==> src/rtl/s_expression_lexer_assert.svh <==
`ifndef S_EXPRESSION_LEXER_ASSERT_SVH
`define S_EXPRESSION_LEXER_ASSERT_SVH

// same-cycle implication, sampled on i_clk, off during reset
`define SEXP_ASSERT_NOW(lbl, ante, cons) \
    lbl: assert property (@(posedge i_clk) disable iff (!i_rst_n) (ante) |-> (cons)) \
        else $error("lexer check failed");

// next-cycle implication
`define SEXP_ASSERT_NEXT(lbl, ante, cons) \
    lbl: assert property (@(posedge i_clk) disable iff (!i_rst_n) (ante) |=> (cons)) \
        else $error("lexer check failed");

`endif

==> src/rtl/sexp_lex_pkg.sv <==
package sexp_lex_pkg;

    localparam int DEF_MAX_DEPTH = 255;
    localparam int FIFO_DEPTH    = 4;
    localparam int LAMBDA_LEN    = 6;

    localparam logic [7:0] CH_SPACE  = 8'h20;
    localparam logic [7:0] CH_TAB    = 8'h09;
    localparam logic [7:0] CH_CR     = 8'h0d;
    localparam logic [7:0] CH_LPAREN = 8'h28;
    localparam logic [7:0] CH_RPAREN = 8'h29;
    localparam logic [7:0] CH_DQUOTE = 8'h22;
    localparam logic [7:0] CH_SQUOTE = 8'h27;
    localparam logic [7:0] CH_DOT    = 8'h2e;
    localparam logic [7:0] CH_BTICK  = 8'h60;
    localparam logic [7:0] CH_COMMA  = 8'h2c;
    localparam logic [7:0] CH_AT     = 8'h40;
    localparam logic [7:0] CH_SEMI   = 8'h3b;

    typedef enum logic [2:0] {
        MODE_IDLE    = 3'd0,
        MODE_STRING  = 3'd1,
        MODE_TEXT    = 3'd2,
        MODE_COMMA   = 3'd3,
        MODE_STOPPED = 3'd4
    } t_lex_mode;

    typedef enum logic [3:0] {
        KIND_NONE      = 4'd0,
        KIND_LPAREN    = 4'd1,
        KIND_RPAREN    = 4'd2,
        KIND_STRING    = 4'd3,
        KIND_QUOTE     = 4'd4,
        KIND_DOT       = 4'd5,
        KIND_BACKQUOTE = 4'd6,
        KIND_UNQUOTE   = 4'd7,
        KIND_SPLICE    = 4'd8,
        KIND_LAMBDA    = 4'd9,
        KIND_SYMBOL    = 4'd10
    } t_token_kind;

    typedef struct packed {
        logic [7:0] char_byte;
        logic       end_mark;
    } t_in_item;

    typedef struct packed {
        t_token_kind token_kind;
        logic [7:0]  content_byte;
        logic        content_valid;
        logic        token_done;
        logic        lex_error;
        logic        last_of_run;
    } t_out_item;

    function automatic logic [7:0] lambda_char(input logic [2:0] idx);
        logic [7:0] ch;
        unique case (idx)
            3'd0:    ch = 8'h6c;
            3'd1:    ch = 8'h61;
            3'd2:    ch = 8'h6d;
            3'd3:    ch = 8'h62;
            3'd4:    ch = 8'h64;
            3'd5:    ch = 8'h61;
            default: ch = 8'h00;
        endcase
        return ch;
    endfunction

    // returns {miss, match}
    function automatic logic [3:0] lambda_step(input logic [2:0] match, input logic miss,
                                               input logic [7:0] c);
        logic [3:0] res;
        if (!miss && match < 3'(LAMBDA_LEN) && c == lambda_char(match)) begin
            res = {1'b0, match + 3'd1};
        end else begin
            res = {1'b1, match};
        end
        return res;
    endfunction

    function automatic logic is_space(input logic [7:0] c);
        return (c == CH_SPACE) || (c >= CH_TAB && c <= CH_CR);
    endfunction

    function automatic t_out_item mk_item(input t_token_kind kind, input logic [7:0] b,
                                          input logic valid, input logic done,
                                          input logic err);
        t_out_item it;
        it.token_kind    = kind;
        it.content_byte  = b;
        it.content_valid = valid;
        it.token_done    = done;
        it.lex_error     = err;
        it.last_of_run   = 1'b0;
        return it;
    endfunction

endpackage

==> src/rtl/s_expression_lexer.sv <==
// S-expression lexer.
// Input channel: i_in_valid / o_in_stall carry one character (or an end of
// text mark) per transaction in i_in_data. Output channel: o_out_valid /
// i_out_stall carry token items in o_out_data; last_of_run flags the final
// item caused by one input transaction.
// An input transaction lands in an input register; from there, once the
// output queue has room, it is lexed against the state and its zero to two
// items are written to a four-entry output queue, whose head drives
// o_out_data.
// Throughput: one character per cycle while every character yields at most
// one item and the receiver does not stall. A character yielding two items
// (token close plus a new token) puts both into the output queue, which is
// read at one item per cycle.
// Input is held off whenever the queue, after this cycle's read, has fewer
// than two free places, so stalling the receiver backs up into o_in_stall.
// Reset (synchronous, i_rst_n low) empties the queue and input register,
// clears the depth, the lambda match and the sticky error, and returns to
// the between-tokens state. After an error all input is taken and dropped.
`include "s_expression_lexer_assert.svh"

module s_expression_lexer
    import sexp_lex_pkg::*;
#(
    parameter int MAX_DEPTH = DEF_MAX_DEPTH
) (
    input  logic      i_clk,
    input  logic      i_rst_n,
    input  logic      i_in_valid,
    output logic      o_in_stall,
    input  t_in_item  i_in_data,
    output logic      o_out_valid,
    input  logic      i_out_stall,
    output t_out_item o_out_data
);

    localparam int DW = $clog2(MAX_DEPTH + 1);
    localparam int PW = $clog2(FIFO_DEPTH);
    localparam int CW = $clog2(FIFO_DEPTH + 1);

    t_lex_mode      r_mode,   n_mode;
    logic [DW-1:0]  r_depth,  n_depth;
    logic [2:0]     r_lmatch, n_lmatch;
    logic           r_lmiss,  n_lmiss;
    logic           r_err,    n_err;

    logic           r_in_valid;
    t_in_item       r_in;

    t_out_item      r_fifo [FIFO_DEPTH];
    logic [PW-1:0]  r_wr_ptr;
    logic [PW-1:0]  r_rd_ptr;
    logic [CW-1:0]  r_cnt;

    logic           pop;
    logic           consume;
    logic [CW-1:0]  level;
    logic [1:0]     wr_cnt;
    t_out_item      items [2];

    assign pop         = (r_cnt != '0) && !i_out_stall;
    assign level       = r_cnt - CW'(pop);
    assign consume     = r_in_valid && (level <= CW'(FIFO_DEPTH - 2));
    assign o_in_stall  = r_in_valid && !consume;
    assign o_out_valid = (r_cnt != '0);
    assign o_out_data  = r_fifo[r_rd_ptr];

    always_comb begin
        logic [7:0] c;
        logic       do_idle;
        logic [1:0] cnt;
        logic [3:0] lam;
        c        = r_in.char_byte;
        do_idle  = 1'b0;
        cnt      = 2'd0;
        lam      = 4'd0;
        n_mode   = r_mode;
        n_depth  = r_depth;
        n_lmatch = r_lmatch;
        n_lmiss  = r_lmiss;
        n_err    = r_err;
        items[0] = mk_item(KIND_NONE, 8'h00, 1'b0, 1'b0, 1'b0);
        items[1] = mk_item(KIND_NONE, 8'h00, 1'b0, 1'b0, 1'b0);

        if (consume && !r_err) begin
            if (r_in.end_mark) begin
                unique case (r_mode)
                    MODE_TEXT: begin
                        items[cnt[0]] = mk_item((!r_lmiss && r_lmatch == 3'(LAMBDA_LEN))
                                                ? KIND_LAMBDA : KIND_SYMBOL,
                                                8'h00, 1'b0, 1'b1, 1'b0);
                        cnt = cnt + 2'd1;
                    end
                    MODE_COMMA: begin
                        items[cnt[0]] = mk_item(KIND_UNQUOTE, 8'h00, 1'b0, 1'b1, 1'b0);
                        cnt = cnt + 2'd1;
                    end
                    MODE_STRING: begin
                        n_err = 1'b1;
                        items[cnt[0]] = mk_item(KIND_NONE, 8'h00, 1'b0, 1'b0, 1'b1);
                        cnt = cnt + 2'd1;
                    end
                    default: begin
                    end
                endcase
                if (!n_err && r_depth != '0) begin
                    n_err = 1'b1;
                    items[cnt[0]] = mk_item(KIND_NONE, 8'h00, 1'b0, 1'b0, 1'b1);
                    cnt = cnt + 2'd1;
                end
                n_mode   = MODE_IDLE;
                n_depth  = '0;
                n_lmatch = 3'd0;
                n_lmiss  = 1'b0;
            end else begin
                unique case (r_mode)
                    MODE_STOPPED: begin
                    end
                    MODE_STRING: begin
                        if (c == CH_DQUOTE) begin
                            items[cnt[0]] = mk_item(KIND_STRING, 8'h00, 1'b0, 1'b1, 1'b0);
                            n_mode = MODE_IDLE;
                        end else begin
                            items[cnt[0]] = mk_item(KIND_STRING, c, 1'b1, 1'b0, 1'b0);
                        end
                        cnt = cnt + 2'd1;
                    end
                    MODE_TEXT: begin
                        if (c == CH_LPAREN || c == CH_RPAREN || c == CH_SPACE ||
                            c == CH_DQUOTE) begin
                            items[cnt[0]] = mk_item((!r_lmiss && r_lmatch == 3'(LAMBDA_LEN))
                                                    ? KIND_LAMBDA : KIND_SYMBOL,
                                                    8'h00, 1'b0, 1'b1, 1'b0);
                            n_mode  = MODE_IDLE;
                            do_idle = 1'b1;
                        end else begin
                            lam = lambda_step(r_lmatch, r_lmiss, c);
                            n_lmiss  = lam[3];
                            n_lmatch = lam[2:0];
                            items[cnt[0]] = mk_item(KIND_SYMBOL, c, 1'b1, 1'b0, 1'b0);
                        end
                        cnt = cnt + 2'd1;
                    end
                    MODE_COMMA: begin
                        if (c == CH_AT) begin
                            items[cnt[0]] = mk_item(KIND_SPLICE, 8'h00, 1'b0, 1'b1, 1'b0);
                            n_mode = MODE_IDLE;
                        end else begin
                            items[cnt[0]] = mk_item(KIND_UNQUOTE, 8'h00, 1'b0, 1'b1, 1'b0);
                            do_idle = 1'b1;
                        end
                        cnt = cnt + 2'd1;
                    end
                    default: begin
                        do_idle = 1'b1;
                    end
                endcase

                if (do_idle) begin
                    n_mode = MODE_IDLE;
                    if (!is_space(c)) begin
                        unique case (c)
                            CH_SEMI: begin
                                n_mode = MODE_STOPPED;
                            end
                            CH_LPAREN: begin
                                if (r_depth >= DW'(MAX_DEPTH)) begin
                                    n_err = 1'b1;
                                    items[cnt[0]] = mk_item(KIND_NONE, 8'h00, 1'b0, 1'b0,
                                                            1'b1);
                                end else begin
                                    n_depth = r_depth + DW'(1);
                                    items[cnt[0]] = mk_item(KIND_LPAREN, 8'h00, 1'b0, 1'b1,
                                                            1'b0);
                                end
                                cnt = cnt + 2'd1;
                            end
                            CH_RPAREN: begin
                                if (r_depth == '0) begin
                                    n_err = 1'b1;
                                    items[cnt[0]] = mk_item(KIND_NONE, 8'h00, 1'b0, 1'b0,
                                                            1'b1);
                                end else begin
                                    n_depth = r_depth - DW'(1);
                                    items[cnt[0]] = mk_item(KIND_RPAREN, 8'h00, 1'b0, 1'b1,
                                                            1'b0);
                                end
                                cnt = cnt + 2'd1;
                            end
                            CH_DQUOTE: begin
                                n_mode = MODE_STRING;
                            end
                            CH_SQUOTE: begin
                                items[cnt[0]] = mk_item(KIND_QUOTE, 8'h00, 1'b0, 1'b1, 1'b0);
                                cnt = cnt + 2'd1;
                            end
                            CH_DOT: begin
                                items[cnt[0]] = mk_item(KIND_DOT, 8'h00, 1'b0, 1'b1, 1'b0);
                                cnt = cnt + 2'd1;
                            end
                            CH_BTICK: begin
                                items[cnt[0]] = mk_item(KIND_BACKQUOTE, 8'h00, 1'b0, 1'b1,
                                                        1'b0);
                                cnt = cnt + 2'd1;
                            end
                            CH_COMMA: begin
                                n_mode = MODE_COMMA;
                            end
                            default: begin
                                n_mode   = MODE_TEXT;
                                lam      = lambda_step(3'd0, 1'b0, c);
                                n_lmiss  = lam[3];
                                n_lmatch = lam[2:0];
                                items[cnt[0]] = mk_item(KIND_SYMBOL, c, 1'b1, 1'b0, 1'b0);
                                cnt = cnt + 2'd1;
                            end
                        endcase
                    end
                end
            end
        end

        if (cnt == 2'd1) begin
            items[0].last_of_run = 1'b1;
        end else if (cnt == 2'd2) begin
            items[1].last_of_run = 1'b1;
        end
        wr_cnt = cnt;
    end

    always_ff @(posedge i_clk) begin
        if (!i_rst_n) begin
            r_mode     <= MODE_IDLE;
            r_depth    <= '0;
            r_lmatch   <= 3'd0;
            r_lmiss    <= 1'b0;
            r_err      <= 1'b0;
            r_in_valid <= 1'b0;
            r_wr_ptr   <= '0;
            r_rd_ptr   <= '0;
            r_cnt      <= '0;
        end else begin
            if (consume) begin
                r_mode   <= n_mode;
                r_depth  <= n_depth;
                r_lmatch <= n_lmatch;
                r_lmiss  <= n_lmiss;
                r_err    <= n_err;
            end
            if (i_in_valid && !o_in_stall) begin
                r_in_valid <= 1'b1;
            end else if (consume) begin
                r_in_valid <= 1'b0;
            end
            r_wr_ptr <= r_wr_ptr + PW'(wr_cnt);
            r_rd_ptr <= r_rd_ptr + PW'(pop);
            r_cnt    <= r_cnt + CW'(wr_cnt) - CW'(pop);
        end
    end

    always_ff @(posedge i_clk) begin
        if (i_in_valid && !o_in_stall) begin
            r_in <= i_in_data;
        end
        if (wr_cnt != 2'd0) begin
            r_fifo[r_wr_ptr] <= items[0];
        end
        if (wr_cnt == 2'd2) begin
            r_fifo[r_wr_ptr + PW'(1)] <= items[1];
        end
    end

    `SEXP_ASSERT_NOW(a_fifo_bound, 1'b1, r_cnt <= CW'(FIFO_DEPTH))
    `SEXP_ASSERT_NEXT(a_err_sticky, r_err, r_err)
    `SEXP_ASSERT_NOW(a_err_silent, r_err && consume, wr_cnt == 2'd0)
    `SEXP_ASSERT_NOW(a_depth_bound, 1'b1, r_depth <= DW'(MAX_DEPTH))

endmodule

==> config.mk <==
export PLATFORM = sky130hd
export DESIGN_NAME = s_expression_lexer
export DESIGN_NICKNAME = d
export VERILOG_FILES = /design/src/rtl/sexp_lex_pkg.sv /design/src/rtl/s_expression_lexer.sv
export VERILOG_INCLUDE_DIRS = /design/src /design/src/rtl
export SDC_FILE = /design/constraint.sdc
export NUM_CORES = 1
export LEC_CHECK = 0
export BUFFER_PORTS_ARGS = -buffer_cell sky130_fd_sc_hd__buf_4
export CELL_PAD_IN_SITES_DETAIL_PLACEMENT = 1
export CELL_PAD_IN_SITES_GLOBAL_PLACEMENT = 1
export CORE_MARGIN = 3
export CORE_UTILIZATION = 44
export CTS_CLUSTER_DIAMETER = 150
export DETAILED_ROUTE_END_ITERATION = 10
export GPL_TIMING_DRIVEN = 0
export PLACE_DENSITY = 0.71
export SYNTH_ARGS = -nofsm -noshare
export SYNTH_HDL_FRONTEND = slang
export SYNTH_SLANG_ARGS = --single-unit
export TNS_END_PERCENT = 5
==> constraint.sdc <==
create_clock -name i_clk -period 10.3 [get_ports i_clk]
set_clock_uncertainty 0.2 [all_clocks]
set_input_delay 2.06 -clock i_clk [delete_from_list [all_inputs] [get_ports i_clk]]
set_output_delay 2.06 -clock i_clk [all_outputs]
set_load 0.02 [all_outputs]
## Word-level counts from Yosys, hierarchy flattened

Memory sizes are Yosys's and may differ from the RTL's. A register that Yosys moved wholly into a read port is not among the register bits.
Index checks and enable logic that the tools add are counted.
Widths: inputs -> output; s select.

| word-level totals | value |
|---|---|
| register bits | 33 |
| RAM bits | 64 |
| input port bits | 13 |
| output and inout port bits | 18 |
| logic and storage cells | 225 |
| memories | 1 |

| operators by class | value |
|---|---|
| add/sub/neg operators | 11 |
| order comparisons | 9 |
| equality and inequality tests | 32 |
| muxes and demuxes | 97 |
| bitwise logic cells | 23 |
| reductions and logical operators | 41 |

Memories:

| memory | depth | width | rd ports | clocked after memory_dff | wr ports | line | text |
|---|---|---|---|---|---|---|---|
| r_fifo | 4 | 16 | 1 | 1 | 2 | s_expression_lexer.sv:49 | `t_out_item r_fifo [FIFO_DEPTH];` |

Operators with widths:

| operator | count |
|---|---|
| $mux 32 | 7 |
| $pmux 32 s6 | 1 |
| $mux 16 | 7 |
| $mux 8 | 14 |
| $pmux 16 s3 | 2 |
| $and 28x28->28 | 3 |
| $not 28->28 | 3 |
| $eq 8x6->1 const B | 8 |
| $and 30x30->30 | 2 |
| $not 30->30 | 2 |
| $and 26x26->26 | 2 |
| $not 26->26 | 2 |
| $mux 3 | 12 |
| $pmux 7 s5 | 1 |
| $bwmux 32 | 1 |
| $demux 16 s1 | 2 |
| $mux 1 | 29 |
| $mux 2 | 12 |
| $eq 8x7->1 const B | 2 |
| $eq 8x8->1 | 2 |
| $pmux 8 s2 | 1 |
| $mux 14 | 1 |
| $reduce_and 7->1 | 2 |
| $eq 3x2->1 const B | 4 |
| other kinds (48) | 91 |

## Logic depth before layout (Yosys ltp)

| logic depth | value |
|---|---|
| word-level depth | 22 |
| mapped depth | 19 |
| depth with buffers taken out | 18 |

## Least setup slack after synthesis

Ideal clock, no wire load.

| path | value |
|---|---|
| kind | input to register |
| start | input port i_out_stall |
| end | memory r_fifo[1][0] (netlist name), enable pin |
| setup time | 414 ps |
| arrival time | 5265 ps |
| data required time | 9686 ps |
| slack | 4421 ps |
| cell stages on the path | 10 |
| path through | nor2b_1 > ha_1 > ha_1 > xor2_1 > nor3_1 > nand2_1 > a21o_4 > nand2_1 > nor2_1 > a211oi_1 |

RTL lines:

| item | line | text |
|---|---|---|
| start, declared | s_expression_lexer.sv:32 | `input logic i_out_stall,` |
| end, declared | s_expression_lexer.sv:49 |  |

## Worst setup path in the final report

| path | value |
|---|---|
| start | input port i_out_stall |
| end | register r_cnt[2] |

| on the way | value |
|---|---|
| word-level cells in the longest chain between the ends | 9 |

RTL lines:

| item | line | text |
|---|---|---|
| $logic_not 1->1 * | s_expression_lexer.sv:60 | `assign pop = (r_cnt != '0) && !i_out_stall;` |
| $logic_and 1x1->1 * | s_expression_lexer.sv:60 |  |
| $sub 3x1->3 | s_expression_lexer.sv:61 | `assign level = r_cnt - CW'(pop);` |
| $le 3x2->1 | s_expression_lexer.sv:62 | `assign consume = r_in_valid && (level <= CW'(FIFO_DEPTH - 2));` |
| $logic_and 1x1->1 | s_expression_lexer.sv:62 |  |
| $logic_and 1x1->1 | s_expression_lexer.sv:84 | `if (consume && !r_err) begin` |
| $mux 2 | s_expression_lexer.sv:84 |  |
| $add 3x2->3 | s_expression_lexer.sv:256 | `r_cnt <= r_cnt + CW'(wr_cnt) - CW'(pop);` |
| $sub 3x1->3 * | s_expression_lexer.sv:256 |  |
| end signal, assigned | s_expression_lexer.sv:256 |  |
| end, declared | s_expression_lexer.sv:52 | `logic [CW-1:0] r_cnt;` |

Mark *: on every way between the ends. The rest lies on a longest branch, timed or not.
A chain may end at the register's enable or synchronous reset.

==> impl_results.md <==
- Leakage: 2.42 nW
- # DRC: 0
- WHS: 0.322 ns
- Syn avg cell area: 10.7 µm²
- Total power: 1.27 mW
- Type of the worst min-delay path: reg2reg
- Slew @ Worst Pin: 1.34 ns
- Top FF cell, synth: edfxtp_1
- Initial antenna violation count: 0
- Commonest non-fill, non-tap cell in the layout: edfxtp_1
- # port buffers: 29
- Kind of start point of the critical path: input pin
- Fin. max-slew vios: 0
- CP max FO: 9
- Sequential share of the synthesized area: 45.2%
- VDD IR max: 0.0828 mV
- Minimum clock period after layout: 6.08 ns
- # diodes: 0
- Critical Path, Cell by Cell: buf_4 > nor2b_1 > ha_1 > ha_1 > xor2_1 > nor3_1 > nand4_2 > nand2_1 > inv_1 > ha_1 > inv_1 > ha_1 > inv_1 > fa_1 > xor2_1 > xnor2_1 > and2_1
- GP Congestion: 0.912
- First-pass GRT wire length: 26700 µm
- Synth Net Count: 586
- IO Pins: 31
- Worst Path Required: 10.35 ns
- Clk_lat worst skew: 0.36 ns
- Drt wl/cell: 21.5 µm
- CTS Hold Buffers Added: 0
- Cell taking the most area after synthesis: edfxtp_1
- Final instance area: 6710 µm²
- Worst Path Buf+Inv: 4
- Max stage delay on crit path: 1.08 ns
- Initial DRC Count: 356
- Status: finished clean
- Via density: 5.99
- Critical path class: in2reg
- Hold Fails Final Rpt: 0
- Post-synth cell types: 72
- Top sig layer: met4
- Tcrit/Tclk final: 59.0%
- DP Wirelength: 12500 µm
- Rows: 41
- CTS Sinks: 97
- Cells after synthesis: 551
- Layout cells sized above 1: 16.2%
- Largest cells by area after synthesis: edfxtp_1 (37%), dfxtp_1 (8.1%), mux4_2 (6.1%)
- CTS tree: done
- Cell Area, Placed: 6430 µm²
- Max-slew headroom: 10.1%
- #FFs+latches synth: 97
- Total track usage: 23.7%
- Synthesis-to-layout area growth: 13.5%
- CTS Buf Count: 9
- Total grt overflow: 0
- Data arrival, critical path: 6.13 ns
- Root buf cell: clkbuf_16
- Drt first pass iters: 5
- Via Count: 4618
- RSZ-0062 raised after global routing: false
- Post-CTS Resized: 0
- Final wirelength: 16600 µm
- ANT nets after route: 0
- Synthesis warning total: 0
- Crit-path leading delay family: simple AND/OR/NAND/NOR gates
- Die width: 122 µm
- Max-cap violation count: 0
- Vias in the first global route: 4802
- Setup TNS: 0 ns
- Initial Util: 45.9%
- Metal3 WL: 682 µm
- Most used cell, CP: ha_1
- CTS max path bufs: 2
- Crit-path slowest cell: nor3_1
- Die H: 122 µm
- Post-Syn Area: 5910 µm²
- H-tree levels: 3
- Met2 wire len: 8220 µm
- Setup bufs post-CTS: 0
- FFs w/ async S/R, synth: 0%
- M1 WL: 7360 µm
- Top-area cell type share of the netlist area: 37.1%
- Reg clk slew, reported paths: 0.08 ns
- Pwr dens: 189 nW/µm²
- Number of synthesized flops with an enable pin: 73
- Largest net degree at the start of global routing: 18
- Die Footprint: 14900 µm²
- Commonest non-fill, non-tap cells in the layout: edfxtp_1 (73), nor2_1 (43), nand2_1 (39)
- Setup violations, final: 0
- Core Area: 12900 µm²
- Fill count: 1414
- Fmax: 165 MHz
- R2R setup slack: 5.25 ns
- Fin nets: 629
- Crit. End Element: flop
==> sequential cells by signal, summed over array words and instances (netlist names), 2 cells and up <==
register	cells
r_cnt	3
r_fifo	64
r_depth	8
r_lmatch	3
r_rd_ptr	2
r_wr_ptr	2
r_in	9
r_mode	3
==> worst reg2reg max path, stage by stage, from the launching register on <==
cell and delay, ns:
dfxtp_1 0.35, or3_1 0.41, nor2b_1 0.20, ha_1 0.19, ha_1 0.19, xor2_1 0.19, nor3_1 1.08, nand4_2 0.33
nand2_1 0.41, inv_1 0.09, ha_1 0.28, inv_1 0.06, ha_1 0.13, inv_1 0.05, fa_1 0.37, xor2_1 0.16
xnor2_1 0.12, and2_1 0.16
==> report_power, final <==
group / switching [mW] / internal, mW / leakage, nW
Combinational: 0.270 / 0.174 / 1.40
Clock: 0.162 / 0.167 / 0.139
Sequential: 0.0229 / 0.473 / 0.883
Total: 0.455 / 0.813 / 2.42
==> cell usage after synthesis (all sizes together) (5+ instances only) <==
cell	number
buf	7
nor2b	14
nor4	7
a21oi	25
and2	8
or3	5
o21a	7
nand3	24
mux4	16
clkbuf	25
ha	20
xnor2	10
o21ai	26
nand2b	11
edfxtp	73
nor3	20
nand4	8
a31oi	6
a211oi	6
xor2	5
inv	17
o211ai	5
dfxtp	24
mux2i	30
nand2	41
a21o	5
nor2	46
==> cells by family (layout without fill, tap and decap cells) <==
kind of cell | Yosys count | after routing | share of synthesized area [%]
DFF | 97 | 97 | 45.2
and+or+nand+nor | 205 | 205 | 18.6
xor gates and xnor gates | 15 | 15 | 2.22
adders and majority gates | 22 | 22 | 4.91
buffers and inverters | 50 | 98 | 3.60
muxes | 47 | 47 | 11.4
AOI/OAI and AO/OA | 115 | 115 | 14.1
==> per-layer routing <==
metal  GRT usage, %  vias to the layer above
met1           31.5                     2305
met4           6.79                        0
met2           39.4                      117
met5              0                        -
li1               -                     2172
met3           4.87                       24
==> metrics by stage <==
| step | std cells | setup slack [ns] | util [%] |
|---|---|---|---|
| final | 771 | 4.22 | 52.1 |
| after global routing | 771 | 3.83 | 52.1 |
| after CTS | 771 | 4.25 | 52.1 |
| after detailed placement | 755 | 3.84 | 49.9 |
| after global placement | 752 | 2.74 | 49.2 |
| after floorplan | 551 | 4.42 | - |
==> final cells by class <==
class                   count  area [µm²]  area share [%]
multi-input cells         404        3070            45.7
flip-flops and latches     97        2670            39.9
repair buffers             32         259            3.86
clock buffers               9         225            3.36
well taps                 172         215            3.21
plain buffers              32         145            2.16
inverters                  18        67.6            1.01
clock inverters             7        55.1           0.821
==> path summary, 6_finish.rpt <==
path	start	to	cells after the start
setup reg to reg	r_cnt[2]	r_cnt[2]	17
hold / removal	r_depth[6]	r_depth[6]	2
hold reg to reg	r_depth[6]	r_depth[6]	2
setup / recovery	i_out_stall	r_cnt[2]	17
Note: power is estimated with default switching activity, not from simulation.
